### src/rtl/lev_pkg.sv
// shared types and constants for the lattice epidemic vaccination block
// no dependencies
package lev_pkg;

   localparam int COUNT_W = 17;
   localparam int THR_W   = 32;

   typedef logic [1:0] cell_type;
   localparam cell_type CELL_SUS = 2'd0;
   localparam cell_type CELL_INF = 2'd1;
   localparam cell_type CELL_VAX = 2'd2;

   typedef logic [1:0] event_type;
   localparam event_type EV_NONE   = 2'd0;
   localparam event_type EV_INFECT = 2'd1;
   localparam event_type EV_VAX    = 2'd2;

   localparam logic REQ_UPDATE = 1'b0;
   localparam logic REQ_READ   = 1'b1;

   typedef logic [1:0] dir_type;
   localparam dir_type DIR_ROW_INC = 2'd0;
   localparam dir_type DIR_ROW_DEC = 2'd1;
   localparam dir_type DIR_COL_INC = 2'd2;
   localparam dir_type DIR_COL_DEC = 2'd3;

   localparam logic REG_INFECT_THR = 1'b0;
   localparam logic REG_VAX_THR    = 1'b1;

   localparam logic [THR_W-1:0] INFECT_THR_RESET = 32'd3650722202;
   localparam logic [THR_W-1:0] VAX_THR_RESET    = 32'd10737418;

   typedef enum logic [1:0] {
      ST_CLEAR,
      ST_IDLE,
      ST_READ,
      ST_EVAL
   } state_type;

endpackage

### src/rtl/lev_addr.sv
// lattice address generation: active cell and wrapped neighbor
// depends on lev_pkg
module lev_addr #(
   parameter int SIDE = 256,
   parameter int CW   = $clog2(SIDE),
   parameter int AW   = $clog2(SIDE * SIDE)
) (
   input  logic [CW-1:0]          row,
   input  logic [CW-1:0]          col,
   input  lev_pkg::dir_type       direction,
   output logic [AW-1:0]          act_addr,
   output logic [AW-1:0]          nb_addr
);

   localparam logic [CW-1:0] LAST = CW'(SIDE - 1);

   logic [CW-1:0] nb_row;
   logic [CW-1:0] nb_col;

   always_comb begin
      nb_row = row;
      nb_col = col;
      case (direction)
         lev_pkg::DIR_ROW_INC: begin
            nb_row = (row == LAST) ? '0 : CW'(row + 1'b1);
         end
         lev_pkg::DIR_ROW_DEC: begin
            nb_row = (row == '0) ? LAST : CW'(row - 1'b1);
         end
         lev_pkg::DIR_COL_INC: begin
            nb_col = (col == LAST) ? '0 : CW'(col + 1'b1);
         end
         lev_pkg::DIR_COL_DEC: begin
            nb_col = (col == '0) ? LAST : CW'(col - 1'b1);
         end
         default: begin
            nb_col = col;
         end
      endcase
   end

   // row-major linear index, constant multiplier
   assign act_addr = AW'(AW'(row) * AW'(SIDE) + AW'(col));
   assign nb_addr  = AW'(AW'(nb_row) * AW'(SIDE) + AW'(nb_col));

endmodule

### config.mk
export PLATFORM = sky130hd
export DESIGN_NAME = lev_addr
export DESIGN_NICKNAME = d
export VERILOG_FILES = /design/src/rtl/lev_pkg.sv /design/src/rtl/lev_addr.sv
export SDC_FILE = /design/constraint.sdc
export NUM_CORES = 1
export LEC_CHECK = 0
export BUFFER_PORTS_ARGS = -buffer_cell sky130_fd_sc_hd__buf_2
export CAP_MARGIN = 10
export CORE_MARGIN = 5
export CORE_UTILIZATION = 49
export DETAILED_ROUTE_END_ITERATION = 12
export PLACE_DENSITY = 0.82
export SLEW_MARGIN = 20
export SYNTH_ARGS = -nofsm -noshare
export SYNTH_HDL_FRONTEND = slang
export SYNTH_SLANG_ARGS = --single-unit
export TNS_END_PERCENT = 10
### constraint.sdc
create_clock -name vclk -period 3
set_input_delay 0.45 -clock vclk [all_inputs]
set_output_delay 0.45 -clock vclk [all_outputs]
set_load 0.02 [all_outputs]
Word level (Yosys, flattened, before mapping)
Index checks and enable logic that the tools add are counted.
{"block": "word_totals", "regBits": 0, "output_inout_bits": 32}
{"block": "op_classes", "add_sub_neg": 6, "eq_ne": 5, "muxes": 6, "reduce_logical": 3}
{"operator": "adder 16 x 8 -> 16 bit", "count": 2}
{"operator": "2-to-1 mux 8 bit", "count": 4}
{"operator": "case mux 8 bit (2 select lines)", "count": 2}
{"operator": "adder 8 x 1 -> 8 bit, second input constant", "count": 2}
{"operator": "equality test 8 bit, second input constant", "count": 2}
{"operator": "zero test 8 bit", "count": 2}
{"operator": "subtractor 8 x 1 -> 8 bit, second input constant", "count": 2}
{"operator": "equality test 2 bit, second input constant", "count": 2}
{"operator": "equality test 2 x 1 -> 1 bit, second input constant", "count": 1}
{"operator": "zero test 2 bit", "count": 1}

Longest topological paths before layout
Gate-level depths: netlist (run 1).
{"block": "depth", "ltp_word": 4, "mapped_depth": 7}

Worst setup path before layout (run 1)
Ideal clock, no wire load.
{"block": "synth_timing", "kind": "input port to output port", "from": "in col[0]", "to": "out nb_addr[6]", "t_arrival_ns": 2.175, "setup_slack_ns": 0.375, "cell_stages": 7, "path_buffers": 1, "path_cell_list": "clkbuf_1 > inv_1 > ha_1 > or3b_4 > or4_1 > a21oi_2 > xor2_1"}
{"block": "synth_between", "elab_chain_cells": 4}
{"item": "start, declared", "line": "lev_addr.sv:9", "rtl": "input logic [CW-1:0] col,"}
{"item": "subtractor 8 x 1 -> 8 bit, or another cell as far along", "line": "lev_addr.sv:34", "rtl": "nb_col = (col == '0) ? LAST : CW'(col - 1'b1);"}
{"item": "2-to-1 mux 8 bit (on tied branches)", "line": "lev_addr.sv:34, lev_addr.sv:31"}
{"item": "case mux 8 bit (2 select lines) *", "line": "lev_addr.sv:23", "rtl": "case (direction)"}
{"item": "adder 16 x 8 -> 16 bit *", "line": "lev_addr.sv:44", "rtl": "assign nb_addr = AW'(AW'(nb_row) * AW'(SIDE) + AW'(nb_col));"}
{"item": "end, declared", "line": "lev_addr.sv:12", "rtl": "output logic [AW-1:0] nb_addr"}
Mark *: on every way between the ends. The rest lies on a longest branch, timed or not.

Worst setup path after layout (run 1)
Same ends and word-level chain as after synthesis.

==> results of run 1 <==
-- cell usage after synthesis, types with 4 or more instances --
cell	instances
a21oi_1	8
buf_2	6
buf_4	16
clkbuf_1	4
ha_1	5
inv_1	7
nand2_1	11
nand3_1	10
nor2_1	10
nor3_1	7
o211ai_1	4
o21ai_0	9
xnor2_1	4
-- layout make-up --
type,count,area (µm²)
Timing Repair Buffer,51,258
Multi-Input combinational cell,120,806
Tap cell,27,33.8
Fill cell,198,855
Inverter,8,30.0
-- how the worst max path moves through the flow --
stage            endpoint  slack [ns]   start
2_1_floorplan  nb_addr[6]        0.37  col[0]
3_3_place_gp   nb_addr[6]        0.41  col[0]
3_5_place_dp   nb_addr[6]        0.37  col[0]
4_1_cts        nb_addr[6]        0.38  col[0]
5_1_grt        nb_addr[6]        0.29  col[0]
6_report       nb_addr[6]        0.38  col[0]
-- report_power, final --
part           total, µW  internal [µW]  switching [µW]
combinational        183           64.1             119
clock                  0              0               0
sequential             0              0               0
total                183           64.1             119
-- metal layers --
layer | up-vias | track usage | routed length [µm]
met3 | 7 | 0.0278 | 249
li1 | 621 | - | -
met2 | 62 | 0.282 | 1280
met1 | 541 | 0.245 | 1260
met4 | 0 | 0.0278 | 27
met5 | - | 0 | 0
-- cells by family after synthesis --
kind of cell	after synthesis
AND/OR/NAND/NOR	61
buffers and inverters	37
multiplexers	1
adder cells (fa/ha/maj)	5
AO/OA/AOI/OAI	47
XOR/XNOR	6
-- metrics by stage --
step	hold WS (ns)	worst slack (ns)	power [µW]	util
after floorplan	1.01	0.375	137	-
after global placement	1.19	0.412	179	0.569
after detailed placement	1.19	0.374	182	0.569
after CTS	1.20	0.376	183	0.569
after global routing	1.22	0.287	200	0.569
final	1.20	0.382	183	0.569
==> key figures, run 1 <==
Global route
  – Total track usage: 0.174
  – First-pass GRT wire length: roughly 4.9 mm
  – GR Overflow Total: 0
  – Number of global-route vias before repair: ~1100
  – Initial antenna violation count: 0
  – Pin count of the biggest net entering global routing: 23

Floorplanning
  – Num rows: 16
  – Top Ports: 50
  – Initial core utilization: 0.515
  – Chip Width: approximately 56 µm
  – Die area: a little over 0.003 mm²
  – DIE HEIGHT: 55.6 µm
  – Core area: slightly below 0.002 mm²

Final layout
  – Final cell count without fillers: between 200 and 250
  – Proportion of layout cells with a drive suffix above 1: 0.335
  – Nets: 204
  – Flip-flop and latch count: 0
  – Area growth syn-to-layout: 10.6%
  – Design area: approximately 0.0011 mm²
  – Clock buffers: 0
  – Most frequent cells in the layout: buf_2 (50), nand2_1 (11), nor2_1 (10), nand3_1 (10), o21ai_0 (9)
  – Register Area: 0 µm²
  – ANT cells: 0
  – Commonest non-fill, non-tap cell in the layout: buf_2

Setup path
  – CP Depth: 8
  – CP top delay family: simple AND/OR/NAND/NOR gates
  – Worst path required time: 2.55 ns
  – Most frequent CP cell: buf_2
  – Crit-path slowest cell: or4_1
  – Buffers & Inverters on Critical Path: 3
  – CP Max Fanout: 10
  – Crit path kind: in2out
  – Critical path, cell by cell: buf_2 -> inv_1 -> ha_1 -> or3b_4 -> or4_1 -> a21oi_2 -> xor2_1 -> buf_2
  – Worst path arrival time: roughly 2.2 ns
  – Critical Path Sink Type: primary output
  – Max incr delay on CP: about 0.43 ns
  – Nature of the critical path startpoint: input port

Synth
  – Synth Area in Simple Gates: 0.333
  – Syn nets: 180
  – Post-synthesis average cell area: ~6.5 µm²
  – Synth warn: 0
  – Post-synthesis compound-gate area fraction: 0.335
  – Post-synthesis xor/xnor area fraction: 0.0515
  – Synth area leaders: buf_4 (12%), ha_1 (6.1%), nand3_1 (4.9%)
  – Dominant cell type by area after synthesis: buf_4
  – Synth top area share: 0.118
  – Post-synthesis sequential area ratio: 0
  – Largest family of logic cells by synthesized area: compound AO/OA/AOI/OAI gates
  – Synth Area in Adders: 0.0613
  – Area of the mapped netlist: roughly 0.0010 mm²
  – Post-synth cell types: 50
  – Cells after synthesis: 157
  – Mux share of post-synthesis cell area: 0.00982

Worst hold path
  – WHS Endpoint: act_addr[8]
  – Worst min path class: in2out
  – WHS Path Cells: 2
  – Hold path start: row[0]

Placed design
  – DP Cell Count: around 210
  – Final HPWL DP: between 2 and 2.5 mm
  – Post-DP Area: approximately 0.0011 mm²
  – Gpl congestion: between 0.8 and 0.9
  – Port Buf Inserts: 50

Outcome
  – Run status: complete, no violations

Power and ir drop
  – Max VDD drop: between 0.00007 and 0.00008 V
  – Pwr Density: ~160 mW/mm²
  – Leak Pwr: around 0.00048 µW

STA
  – Slew @ Worst Pin: around 0.38 ns
  – Max-slew headroom: 0.743
  – Crit path time final: 2.62 ns
  – Setup violations, final: 0
  – Period utilisation layout: 0.873
  – Final TNS setup: 0 ns
  – F_max: roughly 380 MHz
  – Final Max Slew Viols: 0
  – Unrepaired setup endpoints after global routing: false
  – Final hold viol count: 0

Routing
  – Routed len/inst: between 10 and 15 µm
  – Post-Route WL: between 2 and 3 mm
  – Iter 0 DRT Violations: 66
  – # DRC: 0
  – Vias per std cell: between 5 and 6
  – Final ANT Viol Nets: 0
  – First-pass iteration count of the detailed router: 4
  – Vias post-DR: ~1200

Run
  – Max-cap viol count: 0

Clock tree
  – PostCTS Resize Cnt: 0
  – Hold_buf cts: 0
  – Setup Buffers After CTS: 0
Power figures use the tool's default switching activity.
==> inputs of run 2 (changes only) <==
==> constraint.sdc (replaced) <==
create_clock -name vclk -period 3
set_input_delay 0.9 -clock vclk [all_inputs]
set_output_delay 0.9 -clock vclk [all_outputs]
set_load 0.02 [all_outputs]
==> run 2 against run 1 <==
  * Largest power group unchanged
  * Global-route usage up 3.8 points
  * Via count up 19%
  * The run now ends with negative setup slack left
  * Combinational power up 32%
  * Routed wire length up 29%
  * Count of clock-buffer cells in the layout unchanged
==> key figures, run 2 (synthesized netlist as in run 1, its figures left out) <==
Setup path
  – CP Max Fanout: 3 (-7)
  – Nature of the critical path startpoint: input port
  – Crit path kind: in2out
  – Worst path arrival time: 2.46 ns (+0.29 ns)
  – Worst path required time: 2.10 ns (-0.45 ns)
  – Critical Path Sink Type: primary output

STA
  – Max-slew headroom: 0.765 (+0.0226)
  – Slew @ Worst Pin: 0.351 ns (-0.0252 ns)
  – Crit path time final: 3.36 ns (+0.746 ns)
  – F_max: 297 MHz (-22%)
  – Final TNS setup: -2.56 ns (-2.56 ns)
  – Final Max Slew Viols: 0 (unchanged)
  – Setup violations, final: 13 (+13)
  – Unrepaired setup endpoints after global routing: true
  – Final hold viol count: 0 (unchanged)
  – Post-layout worst setup margin: -0.364 ns (-0.746 ns)
  – Period utilisation layout: 1.12 (+0.249)
  – Final hold slack: 2.07 ns (+0.871 ns)

Routing
  – Routed len/inst: 15.1 µm (+10%)
  – Iter 0 DRT Violations: 70 (+6.1%)
  – # DRC: 0 (unchanged)
  – First-pass iteration count of the detailed router: 4 (unchanged)
  – Post-Route WL: 3.64 mm (+29%)
  – Vias post-DR: 1462 (+19%)
  – Final ANT Viol Nets: 0 (unchanged)
  – Vias per std cell: 6.07 (+1.5%)

Floorplanning
  – Die area: 0.00309 mm² (unchanged)
  – Top Ports: 50 (unchanged)
  – Initial core utilization: 0.515 (unchanged)
  – Core area: 0.00198 mm² (unchanged)
  – DIE HEIGHT: 55.6 µm (unchanged)
  – Num rows: 16 (unchanged)
  – Chip Width: 55.6 µm (unchanged)

Global route
  – First-pass GRT wire length: 5.75 mm (+18%)
  – Total track usage: 0.212 (+0.0377)
  – Pin count of the biggest net entering global routing: 21 (-8.7%)
  – Initial antenna violation count: 0 (unchanged)
  – Number of global-route vias before repair: 1283 (+17%)
  – GR Overflow Total: 0 (unchanged)

Placed design
  – DP Cell Count: 241 (+17%)
  – Pre-CTS WS: -0.479 ns (-0.853 ns)
  – Port Buf Inserts: 50 (unchanged)
  – Gpl congestion: 0.863 (-2.8%)
  – Final HPWL DP: 2.69 mm (+21%)

Run
  – Max-cap viol count: 0 (unchanged)

Final layout
  – Area of the multi-input gates: 928 µm² (+15%)
  – Most frequent cells in the layout: buf_4 (44), buf_2 (40), nand2_1 (11), nand3_1 (10), nor2_1 (9)
  – Final cell count without fillers: 241 (+17%)
  – # fillers: 154 (-22%)
  – Nets: 239 (+17%)
  – Commonest non-fill, non-tap cell in the layout: buf_4
  – Clock buffers: 0 (unchanged)
  – Register Area: 0 µm² (unchanged)
  – Flip-flop and latch count: 0 (unchanged)
  – Proportion of layout cells with a drive suffix above 1: 0.537 (+0.202)
  – Area growth syn-to-layout: 51.8%
  – ANT cells: 0 (unchanged)

Power and ir drop
  – Max VDD drop: 0.000105 V (+35%)
  – Pwr Density: 156 mW/mm² (-4.1%)
  – Total chip power: 241 µW (+32%)
  – Leak Pwr: 0.000678 µW (+42%)

Worst hold path
  – WHS Path Cells: 2 (unchanged)
  – Worst min path class: in2out

Clock tree
  – Hold_buf cts: 0 (unchanged)
  – Setup Buffers After CTS: 0 (unchanged)

Outcome
  – Failing checks: negative setup slack
  – Run status: finished with violations
-- run 2: cell count changes in the layout (fill, tap and decap cells not counted), sizes merged --
cell  previous run  this run
buf             51        86
-- run 2: timing repair --
item | 4_1_cts | 5_1_grt
resized for setup | 26 | 10
pin swaps | 9 | 0
setup endpoints to repair | 13 | 13
-- run 2: area by class of cell --
| class | instances | share of cell area |
|---|---|---|
| Timing Repair Buffer | 86 | 0.357 |
| Inverter | 8 | 0.0210 |
| Multi-Input combinational cell | 120 | 0.600 |
| Tap cell | 27 | 0.0218 |
-- run 2: worst max-delay path, cell delays in order --
cell and delay, ns:
buf_6 0.10, inv_4 0.05, ha_4 0.13, or3b_4 0.38
or4_4 0.44, a21oi_4 0.17, xor2_2 0.14, buf_4 0.15
-- run 2: worst paths after layout --
check               from      endpoint  slack (ns)
setup / recovery  col[0]    nb_addr[6]       -0.36
hold / removal    row[6]  act_addr[14]        2.07
-- run 2: metal layers --
layer	up-vias	share of wire	routed length, µm	track usage
met1	690	0.42	1510	0.288
li1	690	-	-	-
met5	-	0	0	0
met4	0	0.0069	25	0.0347
met3	4	0.076	278	0.0232
met2	78	0.50	1820	0.361
-- run 2: stage by stage --
| stage | utilization | area [µm²] |
|---|---|---|
| 6_report | 0.781 | 1550 |
| 5_1_grt | 0.781 | 1550 |
| 4_1_cts | 0.756 | 1500 |
| 3_5_place_dp | 0.712 | 1410 |
| 3_3_place_gp | 0.712 | 1410 |
| 2_1_floorplan | - | 1040 |
-- run 2: power breakdown --
part           internal (µW)  total [µW]  leakage, µW  switching, µW
Sequential                 0           0            0              0
Combinational            104         241     0.000678            137
Clock                      0           0            0              0
Total                    104         241     0.000678            137
==> inputs of run 3 (changes only) <==
==> constraint.sdc (replaced) <==
create_clock -name vclk -period 3
set_input_delay 0.9 -clock vclk [all_inputs]
set_output_delay 0.9 -clock vclk [all_outputs]
set_load 0.05 [all_outputs]
==> run 3 against run 2 <==
  * The flow still finishes with violations (negative setup slack)
  * Critical path depth unchanged
  * Routed wire length up 9.0%
  * Global-route usage up 2.0 points
  * Fmax down 1.3%
  * Critical endpoint unchanged
  * Largest cell class unchanged
  * Largest power group unchanged
==> key figures, run 3 (synthesized netlist as in run 1, its figures left out) <==
Outcome
  – Run status: finished with violations
  – Failing checks: negative setup slack

Final layout
  – Proportion of layout cells with a drive suffix above 1: 0.580 (+0.0430)
  – Commonest non-fill, non-tap cell in the layout: buf_4
  – Register Area: 0 µm² (unchanged)
  – # fillers: 115 (-25%)
  – Clock buffers: 0 (unchanged)
  – Most frequent cells in the layout: buf_4 (50), buf_2 (35), nand2_1 (11), buf_6 (11), nand3_1 (10)
  – ANT cells: 0 (unchanged)
  – Nets: 249 (+4.2%)
  – Design area: 0.00170 mm² (+9.5%)
  – Area growth syn-to-layout: 66.3%
  – Flip-flop and latch count: 0 (unchanged)

Routing
  – Iter 0 DRT Violations: 49 (-30%)
  – Vias per std cell: 5.92 (-2.5%)
  – Vias post-DR: 1485 (+1.6%)
  – Routed len/inst: 15.8 µm (+4.6%)
  – Post-Route WL: 3.96 mm (+9.0%)
  – # DRC: 0 (unchanged)
  – Final ANT Viol Nets: 0 (unchanged)
  – First-pass iteration count of the detailed router: 5 (+1)

Power and ir drop
  – Share of power burned in the clock network: 0 (unchanged)
  – Sw Pwr: 216 µW (+57%)
  – Comb power frac: 1.000 (about the same)
  – Leak Pwr: 0.000748 µW (+10%)
  – Seq pwr share: 0 (unchanged)
  – Switching share of power: 0.635 (+0.0657)
  – Pwr Density: 201 mW/mm² (+29%)
  – Max VDD drop: 0.000168 V (+61%)
  – Pint: 124 µW (+20%)

STA
  – Final hold viol count: 0 (unchanged)
  – Final hold slack: 2.13 ns (+0.0642 ns)
  – Unrepaired setup endpoints after global routing: true
  – Final Max Slew Viols: 0 (unchanged)
  – Post-layout worst setup margin: -0.410 ns (-0.0457 ns)
  – Period utilisation layout: 1.14 (+0.0152)
  – Setup violations, final: 13 (unchanged)
  – Slew @ Worst Pin: 0.414 ns (+0.0633 ns)
  – F_max: 293 MHz (-1.3%)
  – Final TNS setup: -3.04 ns (-0.486 ns)
  – Crit path time final: 3.41 ns (+0.0457 ns)
  – Max-slew headroom: 0.720 (-0.0454)

Placed design
  – Gpl congestion: 0.946 (+9.6%)
  – Post-DP Area: 0.00154 mm² (+9.3%)
  – Final HPWL DP: 2.85 mm (+6.1%)
  – Port Buf Inserts: 50 (unchanged)

Worst hold path
  – WHS Endpoint: act_addr[14]
  – WHS Path Cells: 2 (unchanged)
  – Hold path start: row[6]
  – Worst min path class: in2out

Global route
  – Gr busiest metal: met2
  – Total track usage: 0.232 (+0.0198)
  – GR Layer Usage met3: 0.0278 (+0.00464)
  – Number of global-route vias before repair: 1434 (+12%)
  – GR Util met1: 0.298 (+0.00906)
  – GR Overflow Total: 0 (unchanged)
  – Initial antenna violation count: 0 (unchanged)
  – GR Util met2: 0.405 (+0.0439)
  – Pin count of the biggest net entering global routing: 21 (unchanged)
  – First-pass GRT wire length: 6.27 mm (+9.1%)

Setup path
  – Crit path kind: in2out
  – Worst path required time: 2.10 ns (about the same)
  – CP Max Fanout: 2 (-1)
  – Nature of the critical path startpoint: input port
  – Critical Path Sink Type: primary output
  – Worst path arrival time: 2.51 ns (+0.05 ns)

Floorplanning
  – Top Ports: 50 (unchanged)
  – Num rows: 16 (unchanged)
  – Die area: 0.00309 mm² (unchanged)
  – Initial core utilization: 0.515 (unchanged)
  – Core area: 0.00198 mm² (unchanged)
  – Chip Width: 55.6 µm (unchanged)
  – DIE HEIGHT: 55.6 µm (unchanged)

Run
  – Max-cap viol count: 0 (unchanged)
==> run 3: timing repair <==
item,CTS,global route
pin swaps,11,3
endpoints found under the hold margin,0,0
cloned,0,0
setup buffers,0,0
hold buffers,0,0
setup endpoints to repair,13,14
resized for setup,36,12
==> run 3: worst max path at each step <==
| stage | slack [ns] | cells after the start | endpoint | start |
|---|---|---|---|---|
| floorplan | -0.58 | 7 | nb_addr[6] | col[0] |
| global placement | -0.55 | 8 | nb_addr[6] | col[0] |
| detailed placement | -0.59 | 8 | nb_addr[6] | col[0] |
| CTS | -0.45 | 8 | nb_addr[6] | col[0] |
| global route | -0.45 | 8 | nb_addr[6] | col[0] |
| finish | -0.41 | 8 | nb_addr[6] | col[0] |
==> run 3: final cells by class <==
type                       count  area, µm²  area share
tap                           27       33.8      0.0199
multi-input combinational    120        955       0.563
inverter                       8       32.5      0.0192
timing repair buffer          96        674       0.398
==> run 3: power by group through the flow <==
stage / Sequential (µW) / Combinational [µW] / Clock [µW]
after floorplan: 0 / 216 / 0
after global placement: 0 / 300 / 0
after detailed placement: 0 / 306 / 0
after CTS: 0 / 328 / 0
after global routing: 0 / 359 / 0
final: 0 / 340 / 0
==> run 3: through the flow <==
| step | util | total power, µW | setup WS, ns | cells |
|---|---|---|---|---|
| 3_5_place_dp | 0.778 | 306 | -0.593 | 251 |
| 4_1_cts | 0.835 | 328 | -0.447 | 251 |
| 2_1_floorplan | - | 216 | -0.583 | 157 |
| 6_report | 0.855 | 340 | -0.410 | 251 |
| 3_3_place_gp | 0.778 | 300 | -0.551 | 251 |
| 5_1_grt | 0.855 | 359 | -0.450 | 251 |
==> run 3: routing by layer <==
metal | share of wire | up-vias | wire [µm]
met5 | 0 | - | 0
met4 | 0.0093 | 0 | 37
met3 | 0.10 | 7 | 398
met2 | 0.50 | 84 | 1990
met1 | 0.39 | 687 | 1540
li1 | - | 707 | -
==> run 3: critical path, stage by stage <==
cell     delay [ns]
buf_6          0.10
inv_4          0.05
ha_4           0.12
or3b_4         0.38
or4_4          0.44
a21oi_4        0.19
xor2_4         0.16
buf_6          0.17
